$ cat src/hdl/sync_code_image_deframer_top_assert.svh
// Assertion macros for the sync code image deframer
`ifndef SYNC_CODE_IMAGE_DEFRAMER_TOP_ASSERT_SVH
`define SYNC_CODE_IMAGE_DEFRAMER_TOP_ASSERT_SVH

// same-cycle implication
`define SCID_ASSERT_NOW(label, clk, rst_n, ante, cons, msg) \
    label: assert property (@(posedge clk) disable iff (!rst_n) (ante) |-> (cons)) \
        else $error(msg);

// next-cycle implication
`define SCID_ASSERT_NEXT(label, clk, rst_n, ante, cons, msg) \
    label: assert property (@(posedge clk) disable iff (!rst_n) (ante) |=> (cons)) \
        else $error(msg);

`endif

$ cat src/hdl/scid_pkg.sv
// Package with the sync codes, limits and the result record of the deframer
package scid_pkg;

    localparam logic [7:0] SYNC_LEAD = 8'd255;
    localparam logic [7:0] CODE_SOF  = 8'd175;
    localparam logic [7:0] CODE_SOL  = 8'd128;
    localparam logic [7:0] CODE_EOL  = 8'd218;
    localparam logic [7:0] CODE_EOF  = 8'd171;

    localparam logic       KIND_PIXEL   = 1'b0;
    localparam logic       KIND_SUMMARY = 1'b1;

    localparam logic [15:0] MAX_FRAME_BYTES_RESET = 16'd256;
    localparam logic [1:0]  WINDOW_FULL           = 2'd3;
    localparam logic [7:0]  COUNT_MAX             = 8'd255;

    typedef struct packed {
        logic        result_kind;
        logic [7:0]  pixel;
        logic [7:0]  frame_width;
        logic [7:0]  frame_height;
        logic [15:0] frame_bytes;
        logic        overflow;
    } result_t;

endpackage

$ cat src/hdl/sync_code_image_deframer_top.sv
// Sync code image deframer: marker detection, pixel passing and frame summary
//
// Input channel: one camera byte per transaction on byte_in (in_valid/in_stall).
// Output channel: one result per transaction; result_kind 0 carries a pixel,
// result_kind 1 is the end-of-frame summary. Width, height, byte count and
// overflow ride along with every result.
// A byte is decoded in the cycle it is taken; its result, if any, goes into the
// output register, or the skid register on a stall. One byte is taken every cycle
// while the output side keeps up, so throughput is one byte per clock.
// The three most recent bytes are held back, so a pixel leaves three input
// bytes after it entered; marker bytes never leave.
// When the receiver stalls, the pending result holds and one more result
// lands in a skid register; in_stall then rises until the skid drains.
// max_frame_bytes is written through cfg_write_en/cfg_write_data; the user must write
// it only while idle, which the block does not enforce. Reset clears the window, all
// counters and flags, empties both output registers and loads max_frame_bytes with 256.
module sync_code_image_deframer_top (
    input  logic        clk,
    input  logic        rst_n,
    input  logic        cfg_write_en,
    input  logic [15:0] cfg_write_data,
    input  logic        in_valid,
    output logic        in_stall,
    input  logic [7:0]  byte_in,
    output logic        out_valid,
    input  logic        out_stall,
    output logic        result_kind,
    output logic [7:0]  pixel,
    output logic [7:0]  frame_width,
    output logic [7:0]  frame_height,
    output logic [15:0] frame_bytes,
    output logic        overflow
);

`include "sync_code_image_deframer_top_assert.svh"

    logic [15:0] max_frame_bytes_reg;
    logic [7:0]  win0_reg, win1_reg, win2_reg;
    logic [7:0]  win0_next, win1_next, win2_next;
    logic [1:0]  fill_reg, fill_next;
    logic        in_frame_reg, in_frame_next;
    logic        in_line_reg, in_line_next;
    logic [7:0]  line_count_reg, line_count_next;
    logic [7:0]  last_width_reg, last_width_next;
    logic [7:0]  line_total_reg, line_total_next;
    logic [15:0] byte_total_reg, byte_total_next;
    logic        drop_reg, drop_next;

    scid_pkg::result_t out_reg, skid_reg, res_next;
    logic              out_valid_reg, skid_valid_reg, res_valid;

    logic in_acc, out_take, win_full, is_marker;

    assign in_stall = skid_valid_reg;
    assign in_acc   = in_valid && !skid_valid_reg;
    assign out_take = out_valid_reg && !out_stall;
    assign win_full = (fill_reg == scid_pkg::WINDOW_FULL);
    assign is_marker = win_full && (win0_reg == scid_pkg::SYNC_LEAD)
                       && (win1_reg == 8'd0) && (win2_reg == 8'd0)
                       && ((byte_in == scid_pkg::CODE_SOF) || (byte_in == scid_pkg::CODE_SOL)
                           || (byte_in == scid_pkg::CODE_EOL)
                           || (byte_in == scid_pkg::CODE_EOF));

    always_comb
    begin
        win0_next        = win0_reg;
        win1_next        = win1_reg;
        win2_next        = win2_reg;
        fill_next        = fill_reg;
        in_frame_next    = in_frame_reg;
        in_line_next     = in_line_reg;
        line_count_next  = line_count_reg;
        last_width_next  = last_width_reg;
        line_total_next  = line_total_reg;
        byte_total_next  = byte_total_reg;
        drop_next        = drop_reg;
        res_valid        = 1'b0;
        res_next.result_kind  = scid_pkg::KIND_PIXEL;
        res_next.pixel        = 8'd0;
        res_next.frame_width  = last_width_reg;
        res_next.frame_height = line_total_reg;
        res_next.frame_bytes  = byte_total_reg;
        res_next.overflow     = drop_reg;

        if (is_marker)
        begin
            win0_next = 8'd0;
            win1_next = 8'd0;
            win2_next = 8'd0;
            fill_next = 2'd0;
            if (byte_in == scid_pkg::CODE_SOF)
            begin
                in_frame_next   = 1'b1;
                in_line_next    = 1'b0;
                line_count_next = 8'd0;
                last_width_next = 8'd0;
                line_total_next = 8'd0;
                byte_total_next = 16'd0;
                drop_next       = 1'b0;
            end
            else if (in_frame_reg)
            begin
                priority if (byte_in == scid_pkg::CODE_SOL)
                begin
                    in_line_next    = 1'b1;
                    line_count_next = 8'd0;
                end
                else if (byte_in == scid_pkg::CODE_EOL)
                begin
                    last_width_next = line_count_reg;
                    if (line_total_reg != scid_pkg::COUNT_MAX)
                        line_total_next = line_total_reg + 8'd1;
                    in_line_next = 1'b0;
                end
                else
                begin
                    res_valid            = 1'b1;
                    res_next.result_kind = scid_pkg::KIND_SUMMARY;
                    in_frame_next        = 1'b0;
                    in_line_next         = 1'b0;
                end
            end
        end
        else if (win_full)
        begin
            win0_next = win1_reg;
            win1_next = win2_reg;
            win2_next = byte_in;
            if (in_frame_reg && in_line_reg)
            begin
                if (line_count_reg != scid_pkg::COUNT_MAX)
                    line_count_next = line_count_reg + 8'd1;
                if (byte_total_reg < max_frame_bytes_reg)
                begin
                    byte_total_next      = byte_total_reg + 16'd1;
                    res_valid            = 1'b1;
                    res_next.pixel       = win0_reg;
                    res_next.frame_bytes = byte_total_reg + 16'd1;
                end
                else
                begin
                    drop_next = 1'b1;
                end
            end
        end
        else
        begin
            unique case (fill_reg)
                2'd0:    win0_next = byte_in;
                2'd1:    win1_next = byte_in;
                default: win2_next = byte_in;
            endcase
            fill_next = fill_reg + 2'd1;
        end
    end

    always_ff @(posedge clk or negedge rst_n)
    begin
        if (!rst_n)
        begin
            max_frame_bytes_reg <= scid_pkg::MAX_FRAME_BYTES_RESET;
            win0_reg       <= 8'd0;
            win1_reg       <= 8'd0;
            win2_reg       <= 8'd0;
            fill_reg       <= 2'd0;
            in_frame_reg   <= 1'b0;
            in_line_reg    <= 1'b0;
            line_count_reg <= 8'd0;
            last_width_reg <= 8'd0;
            line_total_reg <= 8'd0;
            byte_total_reg <= 16'd0;
            drop_reg       <= 1'b0;
        end
        else
        begin
            if (cfg_write_en)
                max_frame_bytes_reg <= cfg_write_data;
            if (in_acc)
            begin
                win0_reg       <= win0_next;
                win1_reg       <= win1_next;
                win2_reg       <= win2_next;
                fill_reg       <= fill_next;
                in_frame_reg   <= in_frame_next;
                in_line_reg    <= in_line_next;
                line_count_reg <= line_count_next;
                last_width_reg <= last_width_next;
                line_total_reg <= line_total_next;
                byte_total_reg <= byte_total_next;
                drop_reg       <= drop_next;
            end
        end
    end

    // output register with skid stage
    always_ff @(posedge clk or negedge rst_n)
    begin
        if (!rst_n)
        begin
            out_valid_reg  <= 1'b0;
            skid_valid_reg <= 1'b0;
        end
        else if (skid_valid_reg)
        begin
            if (out_take)
                skid_valid_reg <= 1'b0;
        end
        else if (in_acc && res_valid)
        begin
            if (out_valid_reg && out_stall)
                skid_valid_reg <= 1'b1;
            else
                out_valid_reg <= 1'b1;
        end
        else if (out_take)
        begin
            out_valid_reg <= 1'b0;
        end
    end

    always_ff @(posedge clk)
    begin
        if (skid_valid_reg)
        begin
            if (out_take)
                out_reg <= skid_reg;
        end
        else if (in_acc && res_valid)
        begin
            if (out_valid_reg && out_stall)
                skid_reg <= res_next;
            else
                out_reg <= res_next;
        end
    end

    assign out_valid    = out_valid_reg;
    assign result_kind  = out_reg.result_kind;
    assign pixel        = out_reg.pixel;
    assign frame_width  = out_reg.frame_width;
    assign frame_height = out_reg.frame_height;
    assign frame_bytes  = out_reg.frame_bytes;
    assign overflow     = out_reg.overflow;

    `SCID_ASSERT_NOW(a_skid_behind_out, clk, rst_n, skid_valid_reg, out_valid_reg,
        "skid holds a transaction while the output register is empty")
    `SCID_ASSERT_NEXT(a_marker_empties_window, clk, rst_n, in_acc && is_marker,
        fill_reg == 2'd0, "window not emptied after a marker")
    `SCID_ASSERT_NEXT(a_summary_closes_frame, clk, rst_n,
        in_acc && res_valid && (res_next.result_kind == scid_pkg::KIND_SUMMARY),
        !in_frame_reg && !in_line_reg, "frame still open after its summary")

endmodule

$ cat config.mk
export PLATFORM = sky130hd
export DESIGN_NAME = sync_code_image_deframer_top
export DESIGN_NICKNAME = d
export VERILOG_FILES = /design/src/hdl/scid_pkg.sv /design/src/hdl/sync_code_image_deframer_top.sv
export VERILOG_INCLUDE_DIRS = /design/src /design/src/hdl
export SDC_FILE = /design/constraint.sdc
export NUM_CORES = 1
export LEC_CHECK = 0
export BUFFER_PORTS_ARGS = -buffer_cell sky130_fd_sc_hd__buf_2
export CORE_MARGIN = 3
export CORE_UTILIZATION = 40
export CTS_CLUSTER_SIZE = 8
export DETAILED_ROUTE_END_ITERATION = 7
export HOLD_SLACK_MARGIN = 0.08
export PLACE_DENSITY_LB_ADDON = 0.05
export SLEW_MARGIN = 20
export SYNTH_ARGS = -nofsm -noshare
export SYNTH_HDL_FRONTEND = slang
export SYNTH_SLANG_ARGS = --single-unit
$ cat constraint.sdc
create_clock -name clk -period 9.8 [get_ports clk]
set_input_delay 1.96 -clock clk [delete_from_list [all_inputs] [get_ports clk]]
set_output_delay 1.96 -clock clk [all_outputs]
set_load 0.01 [all_outputs]
==> Word-level counts from Yosys, hierarchy flattened <==
Index checks and enable logic that the tools add are counted.
{ "classes": {"reduce_logical": 42, "magnitude_cmp": 1, "n_bitwise": 1, "n_eq_ne": 19, "addsub": 4, "mux": 69} }
{ "op_table": {"columns": ["op", "n"], "rows": [
  ["8-bit two-way mux", 29],
  ["42-bit two-way mux", 4],
  ["16-bit two-way mux", 6],
  ["8-bit equality test, second input constant", 5],
  ["1-bit two-way mux", 28],
  ["16-bit by 1-bit adder with 16-bit output, second input constant", 1],
  ["8-bit by 1-bit adder with 8-bit output, second input constant", 2],
  ["8-bit zero test", 2],
  ["16-bit less-than comparator", 1],
  ["8-bit != test, second input constant", 2],
  ["2-bit nonzero test", 8],
  ["2-bit AND reduction", 6],
  ["3-bit AND reduction", 4],
  ["6-bit AND reduction", 2],
  ["5-bit AND reduction", 2],
  ["1-bit logical AND", 9],
  ["2-bit != test, second input constant", 4],
  ["2-bit by 1-bit != test with 1-bit output, second input constant", 3],
  ["3-bit by 1-bit != test with 1-bit output, second input constant", 2],
  ["3-bit nonzero test", 2],
  ["2-bit two-way mux", 2],
  ["1-bit logical OR", 3],
  ["3-bit by 2-bit != test with 1-bit output, second input constant", 1],
  ["2-bit by 1-bit adder with 2-bit output, second input constant", 1],
  ["other kinds (6)", 7]
]} }
{ "word_totals": {"word_cells": 162, "reg_bits": 171} }

==> Depth between registers and ports, before layout <==
{ "depth": {"word_depth": 9, "ltp_mapped": 10, "ltp_nobuf": 9} }

==> Worst setup path before layout <==
OpenSTA, ideal clock, no wires.
{ "synth_timing": {"kind": "input to register", "from": "in byte_in[6]", "to": "reg out_reg (netlist bit frame_bytes[0]), enable pin", "required_ns": 9.347, "arrival_time_ns": 5.314, "path_stages": 8, "slack_ns": 4.033, "setup_ns": 0.453, "path_cell_list": "and4_1 -> o21ai_1 -> a211oi_2 -> a2111oi_2 -> buf_4 -> nand2b_1 -> nand2_1 -> a21boi_1"} }
{ "synth_via": {"elab_chain_cells": 9} }
{ "synth_lines": {"columns": ["item", "line_no", "rtl"], "rows": [
  ["start, declared", "sync_code_image_deframer_top.sv:24", "input logic [7:0] byte_in,"],
  ["8-bit equality test (on tied branches)", null, null],
  ["1-bit two-way mux / 1-bit logical OR (equally long branches)", "sync_code_image_deframer_top.sv:108, sync_code_image_deframer_top.sv:60", null],
  ["1-bit two-way mux / 1-bit logical OR (equally long branches)", "sync_code_image_deframer_top.sv:103, sync_code_image_deframer_top.sv:61", null],
  ["1-bit two-way mux / 1-bit logical OR (equally long branches)", "sync_code_image_deframer_top.sv:101, sync_code_image_deframer_top.sv:62", null],
  ["1-bit two-way mux / 1-bit logical AND (equally long branches)", "sync_code_image_deframer_top.sv:91, sync_code_image_deframer_top.sv:60", null],
  ["1-bit two-way mux (*)", "sync_code_image_deframer_top.sv:85", "if (is_marker)"],
  ["1-bit logical AND (*)", "sync_code_image_deframer_top.sv:228", "else if (in_acc && res_valid)"],
  ["2-bit nonzero test (no source line) (*)", null, null],
  ["3-bit AND reduction (no source line) (*)", null, null],
  ["end signal, assigned", "sync_code_image_deframer_top.sv:226", "out_reg <= skid_reg;"],
  ["end signal, assigned", "sync_code_image_deframer_top.sv:233", "out_reg <= res_next;"],
  ["end, declared", "sync_code_image_deframer_top.sv:49", "scid_pkg::result_t out_reg, skid_reg, res_next;"]
]} }
Every way passes the cells marked *; elsewhere a longest branch is shown, timed or not.
A chain may end at the register's enable or synchronous reset.

==> Worst setup path in the final report <==
{ "layout_timing": {"from": "in byte_in[1]", "to": "reg skid_reg[21] (netlist name), enable pin"} }
{ "layout_via": {"elab_chain_cells": 8} }
{ "layout_lines": {"columns": ["item", "line_no", "rtl"], "rows": [
  ["8-bit equality test (on tied branches)", null, null],
  ["1-bit two-way mux / 1-bit logical OR (equally long branches)", "sync_code_image_deframer_top.sv:108, sync_code_image_deframer_top.sv:60", null],
  ["1-bit two-way mux / 1-bit logical OR (equally long branches)", "sync_code_image_deframer_top.sv:103, sync_code_image_deframer_top.sv:61", null],
  ["1-bit two-way mux / 1-bit logical OR (equally long branches)", "sync_code_image_deframer_top.sv:101, sync_code_image_deframer_top.sv:62", null],
  ["1-bit two-way mux / 1-bit logical AND (equally long branches)", "sync_code_image_deframer_top.sv:91, sync_code_image_deframer_top.sv:60", null],
  ["1-bit two-way mux (*)", "sync_code_image_deframer_top.sv:85", null],
  ["1-bit logical AND (*)", "sync_code_image_deframer_top.sv:228", null],
  ["3-bit AND reduction (no source line) (*)", null, null],
  ["end signal, assigned", "sync_code_image_deframer_top.sv:231", "skid_reg <= res_next;"],
  ["end, declared", "sync_code_image_deframer_top.sv:49", null]
]} }
Marks and branches as above.

==> impl_metrics.env <==
export IMPL_fmax_mhz=219
export IMPL_startpoint_type="input port"
export IMPL_ctsLongestPathBuffers=2
export IMPL_synth_area_top_cells="edfxtp_1 31%, dfrtp_1 27%, mux2_2 6.0%"
export IMPL_coreArea_um2=19600
export IMPL_grt_first_pass_wirelength_mm=28.8
export IMPL_whs_ns=0.476
export IMPL_largest_reg_flops=42
export IMPL_status="finished clean"
export IMPL_clock_latency_ns=0.43
export IMPL_grt_use_total=0.166
export IMPL_syn_inst=701
export IMPL_synth_area_um2=8050
export IMPL_worstPathBufferInverterCount=3
export IMPL_r2r_end="skid_reg[21]"
export IMPL_path_clk_slew_ns=0.07
export IMPL_io_pins=73
export IMPL_drc_errors=0
export IMPL_drt_pass1_iterations=4
export IMPL_critical_path_slowest_cell="nor4_1"
export IMPL_final_min_clock_period_ns=4.56
export IMPL_antenna_found_initial=0
export IMPL_drtIter0Drc=349
export IMPL_rsz0062_at_grt="no"
export IMPL_timing_rr_start="fill_reg[0]"
export IMPL_cpLargestDelayFamily="simple AND/OR/NAND/NOR gates"
export IMPL_num_rows=51
export IMPL_tightest_slew_ns=0.953
export IMPL_synth_top_family_by_area="simple AND/OR/NAND/NOR gates"
export IMPL_stdcell_area_um2=9350
export IMPL_synth_edf_count=84
export IMPL_vias=5475
export IMPL_synthFlopType="dfrtp_1"
export IMPL_clock_sinks=171
export IMPL_multi_input_area_um2=3140
export IMPL_p_leak_nw=3.84
export IMPL_cap_violations=0
export IMPL_viasPerCell=5.22
export IMPL_gp_congestion=0.818
export IMPL_setup_slack_ns=5.24
export IMPL_final_nets=821
export IMPL_die_w_um=148
export IMPL_crit_start="byte_in[1]"
export IMPL_async_reset_ff_frac=0.509
export IMPL_finalHoldViolCount=0
export IMPL_cts_resized=0
export IMPL_grt_overflow=0
export IMPL_max_stage_delay_ns=0.50
export IMPL_setup_viol=0
export IMPL_worstSetupEndpointType="flop"
export IMPL_drive_above_1_share=0.231
export IMPL_ff2ff_path_depth=11
export IMPL_max_slew_margin_rel=0.361
export IMPL_synth_adder_area_share=0.0326
export IMPL_grt_pass1_vias=5347
export IMPL_final_cell_mix="113 x nand2_1, 85 x dfrtp_1, 84 x edfxtp_1, 71 x buf_2, 59 x o21ai_0"
export IMPL_cts_setup_buffers=0
export IMPL_wl_mm=17.4
export IMPL_finalPower_mw=1.76
export IMPL_final_core_util=0.477
export IMPL_place_area_um2=8710
export IMPL_cts_made_buffers=17
export IMPL_cp_cell_sequence="buf_2, nor4_1, o21ai_1, a211oi_2, buf_4, nand4_1, nand2b_1, nand2_1, nor2_4, buf_12"
export IMPL_grt_max_degree=80
export IMPL_yosysSeqAreaShare=0.584
export IMPL_wl_per_cell_um=16.6
export IMPL_hp_class="reg2reg"
export IMPL_synth_distinct_cells=63
export IMPL_min_period_over_period=0.466
export IMPL_crit_path_max_fanout=26
export IMPL_root_buffer="clkbuf_16"
export IMPL_ys_warn_count=0
export IMPL_fin_tns_setup_ns=0
export IMPL_nFillCells=1834
export IMPL_path_depth=10
export IMPL_num_antenna_cells=0
export IMPL_yosys_area_top_type="edfxtp_1"
export IMPL_powerDensity_nw_per_um2=188
export IMPL_synth_xor_area_frac=0.0227
export IMPL_seqCellArea_um2=4700
export IMPL_hpwl_mm=12.1
export IMPL_dp_slack_ns=4.85
export IMPL_avgSynthCellArea_um2=11.5
export IMPL_antenna_left=0
export IMPL_peakVddDrop_mv=0.128
export IMPL_muxShareOfSynthArea=0.0801
export IMPL_synth_ff_latch_count=171
export IMPL_syn2layout_area_growth_pct=16.2
export IMPL_criticalPathCategory="in2reg"
export IMPL_die_y_um=148
export IMPL_finalMaxSlewViolations=0
export IMPL_worstPathArrival_ns=4.69
export IMPL_synth_top_area_frac=0.313
export IMPL_final_common_cell="nand2_1"
export IMPL_start_util=0.411
export IMPL_required_ns=9.93
export IMPL_layoutNonFillerInstCount=1049
export IMPL_holdBufCountCts=0
export IMPL_dp_cells=1017
export IMPL_synth_compound_area_frac=0.0990
export IMPL_endpoint="skid_reg[21]"
export IMPL_tritoncts="yes"
export IMPL_portBuffers=72
export IMPL_die_area_um2=21900
export IMPL_fin_skew_ns=0.00980
export IMPL_htree_levels=4
export IMPL_syn_nets=751
export IMPL_r2r_slack_ns=6.31
export IMPL_synth_simple_gate_area_frac=0.153
==> how the worst min path moves through the flow <==
stage	start	to	cells past startpoint
floorplan	last_width_reg[0]	skid_reg[25]	0
global placement	last_width_reg[1]	skid_reg[26]	0
detailed placement	last_width_reg[6]	skid_reg[31]	0
CTS	last_width_reg[6]	skid_reg[31]	0
global route	last_width_reg[6]	skid_reg[31]	0
finish	last_width_reg[6]	skid_reg[31]	0
==> power by group <==
part	total (mW)	internal, mW	leakage (nW)	switching (mW)
Clock	0.729	0.434	0.307	0.294
Sequential	0.851	0.807	1.83	0.0434
Combinational	0.184	0.0739	1.70	0.110
==> synthesized netlist by cell type (all sizes together) (13+ instances only) <==
library cell	number
nand2	114
dfrtp	86
edfxtp	84
o21ai	64
mux2	43
nor2	30
inv	26
ha	21
nand3	21
nor3	20
a21oi	19
xor2	17
mux2i	16
buf	15
clkbuf	15
nand4	13
==> area by class of cell <==
cell class | instances | share of cell area
flip-flops and latches | 171 | 0.503
inverters | 26 | 0.0104
multi-input cells | 474 | 0.335
clock buffers | 18 | 0.0459
repair buffers | 81 | 0.0478
well taps | 265 | 0.0354
clock inverters | 14 | 0.0223
==> logic make-up after synthesis <==
| kind of cell | after synthesis |
|---|---|
| fa+ha+maj | 21 |
| flops | 171 |
| buf+inv | 56 |
| simple gates | 248 |
| compound gates | 126 |
| xor+xnor | 20 |
| mux | 59 |
==> routing by layer <==
metal	vias up	GRT usage	share of wire
met3	18	0.0319	0.042
met2	128	0.256	0.46
li1	2685	-	-
met1	2644	0.241	0.49
met5	-	0	0
met4	0	0.0490	0.014
Note: power is estimated with default switching activity, not from simulation.
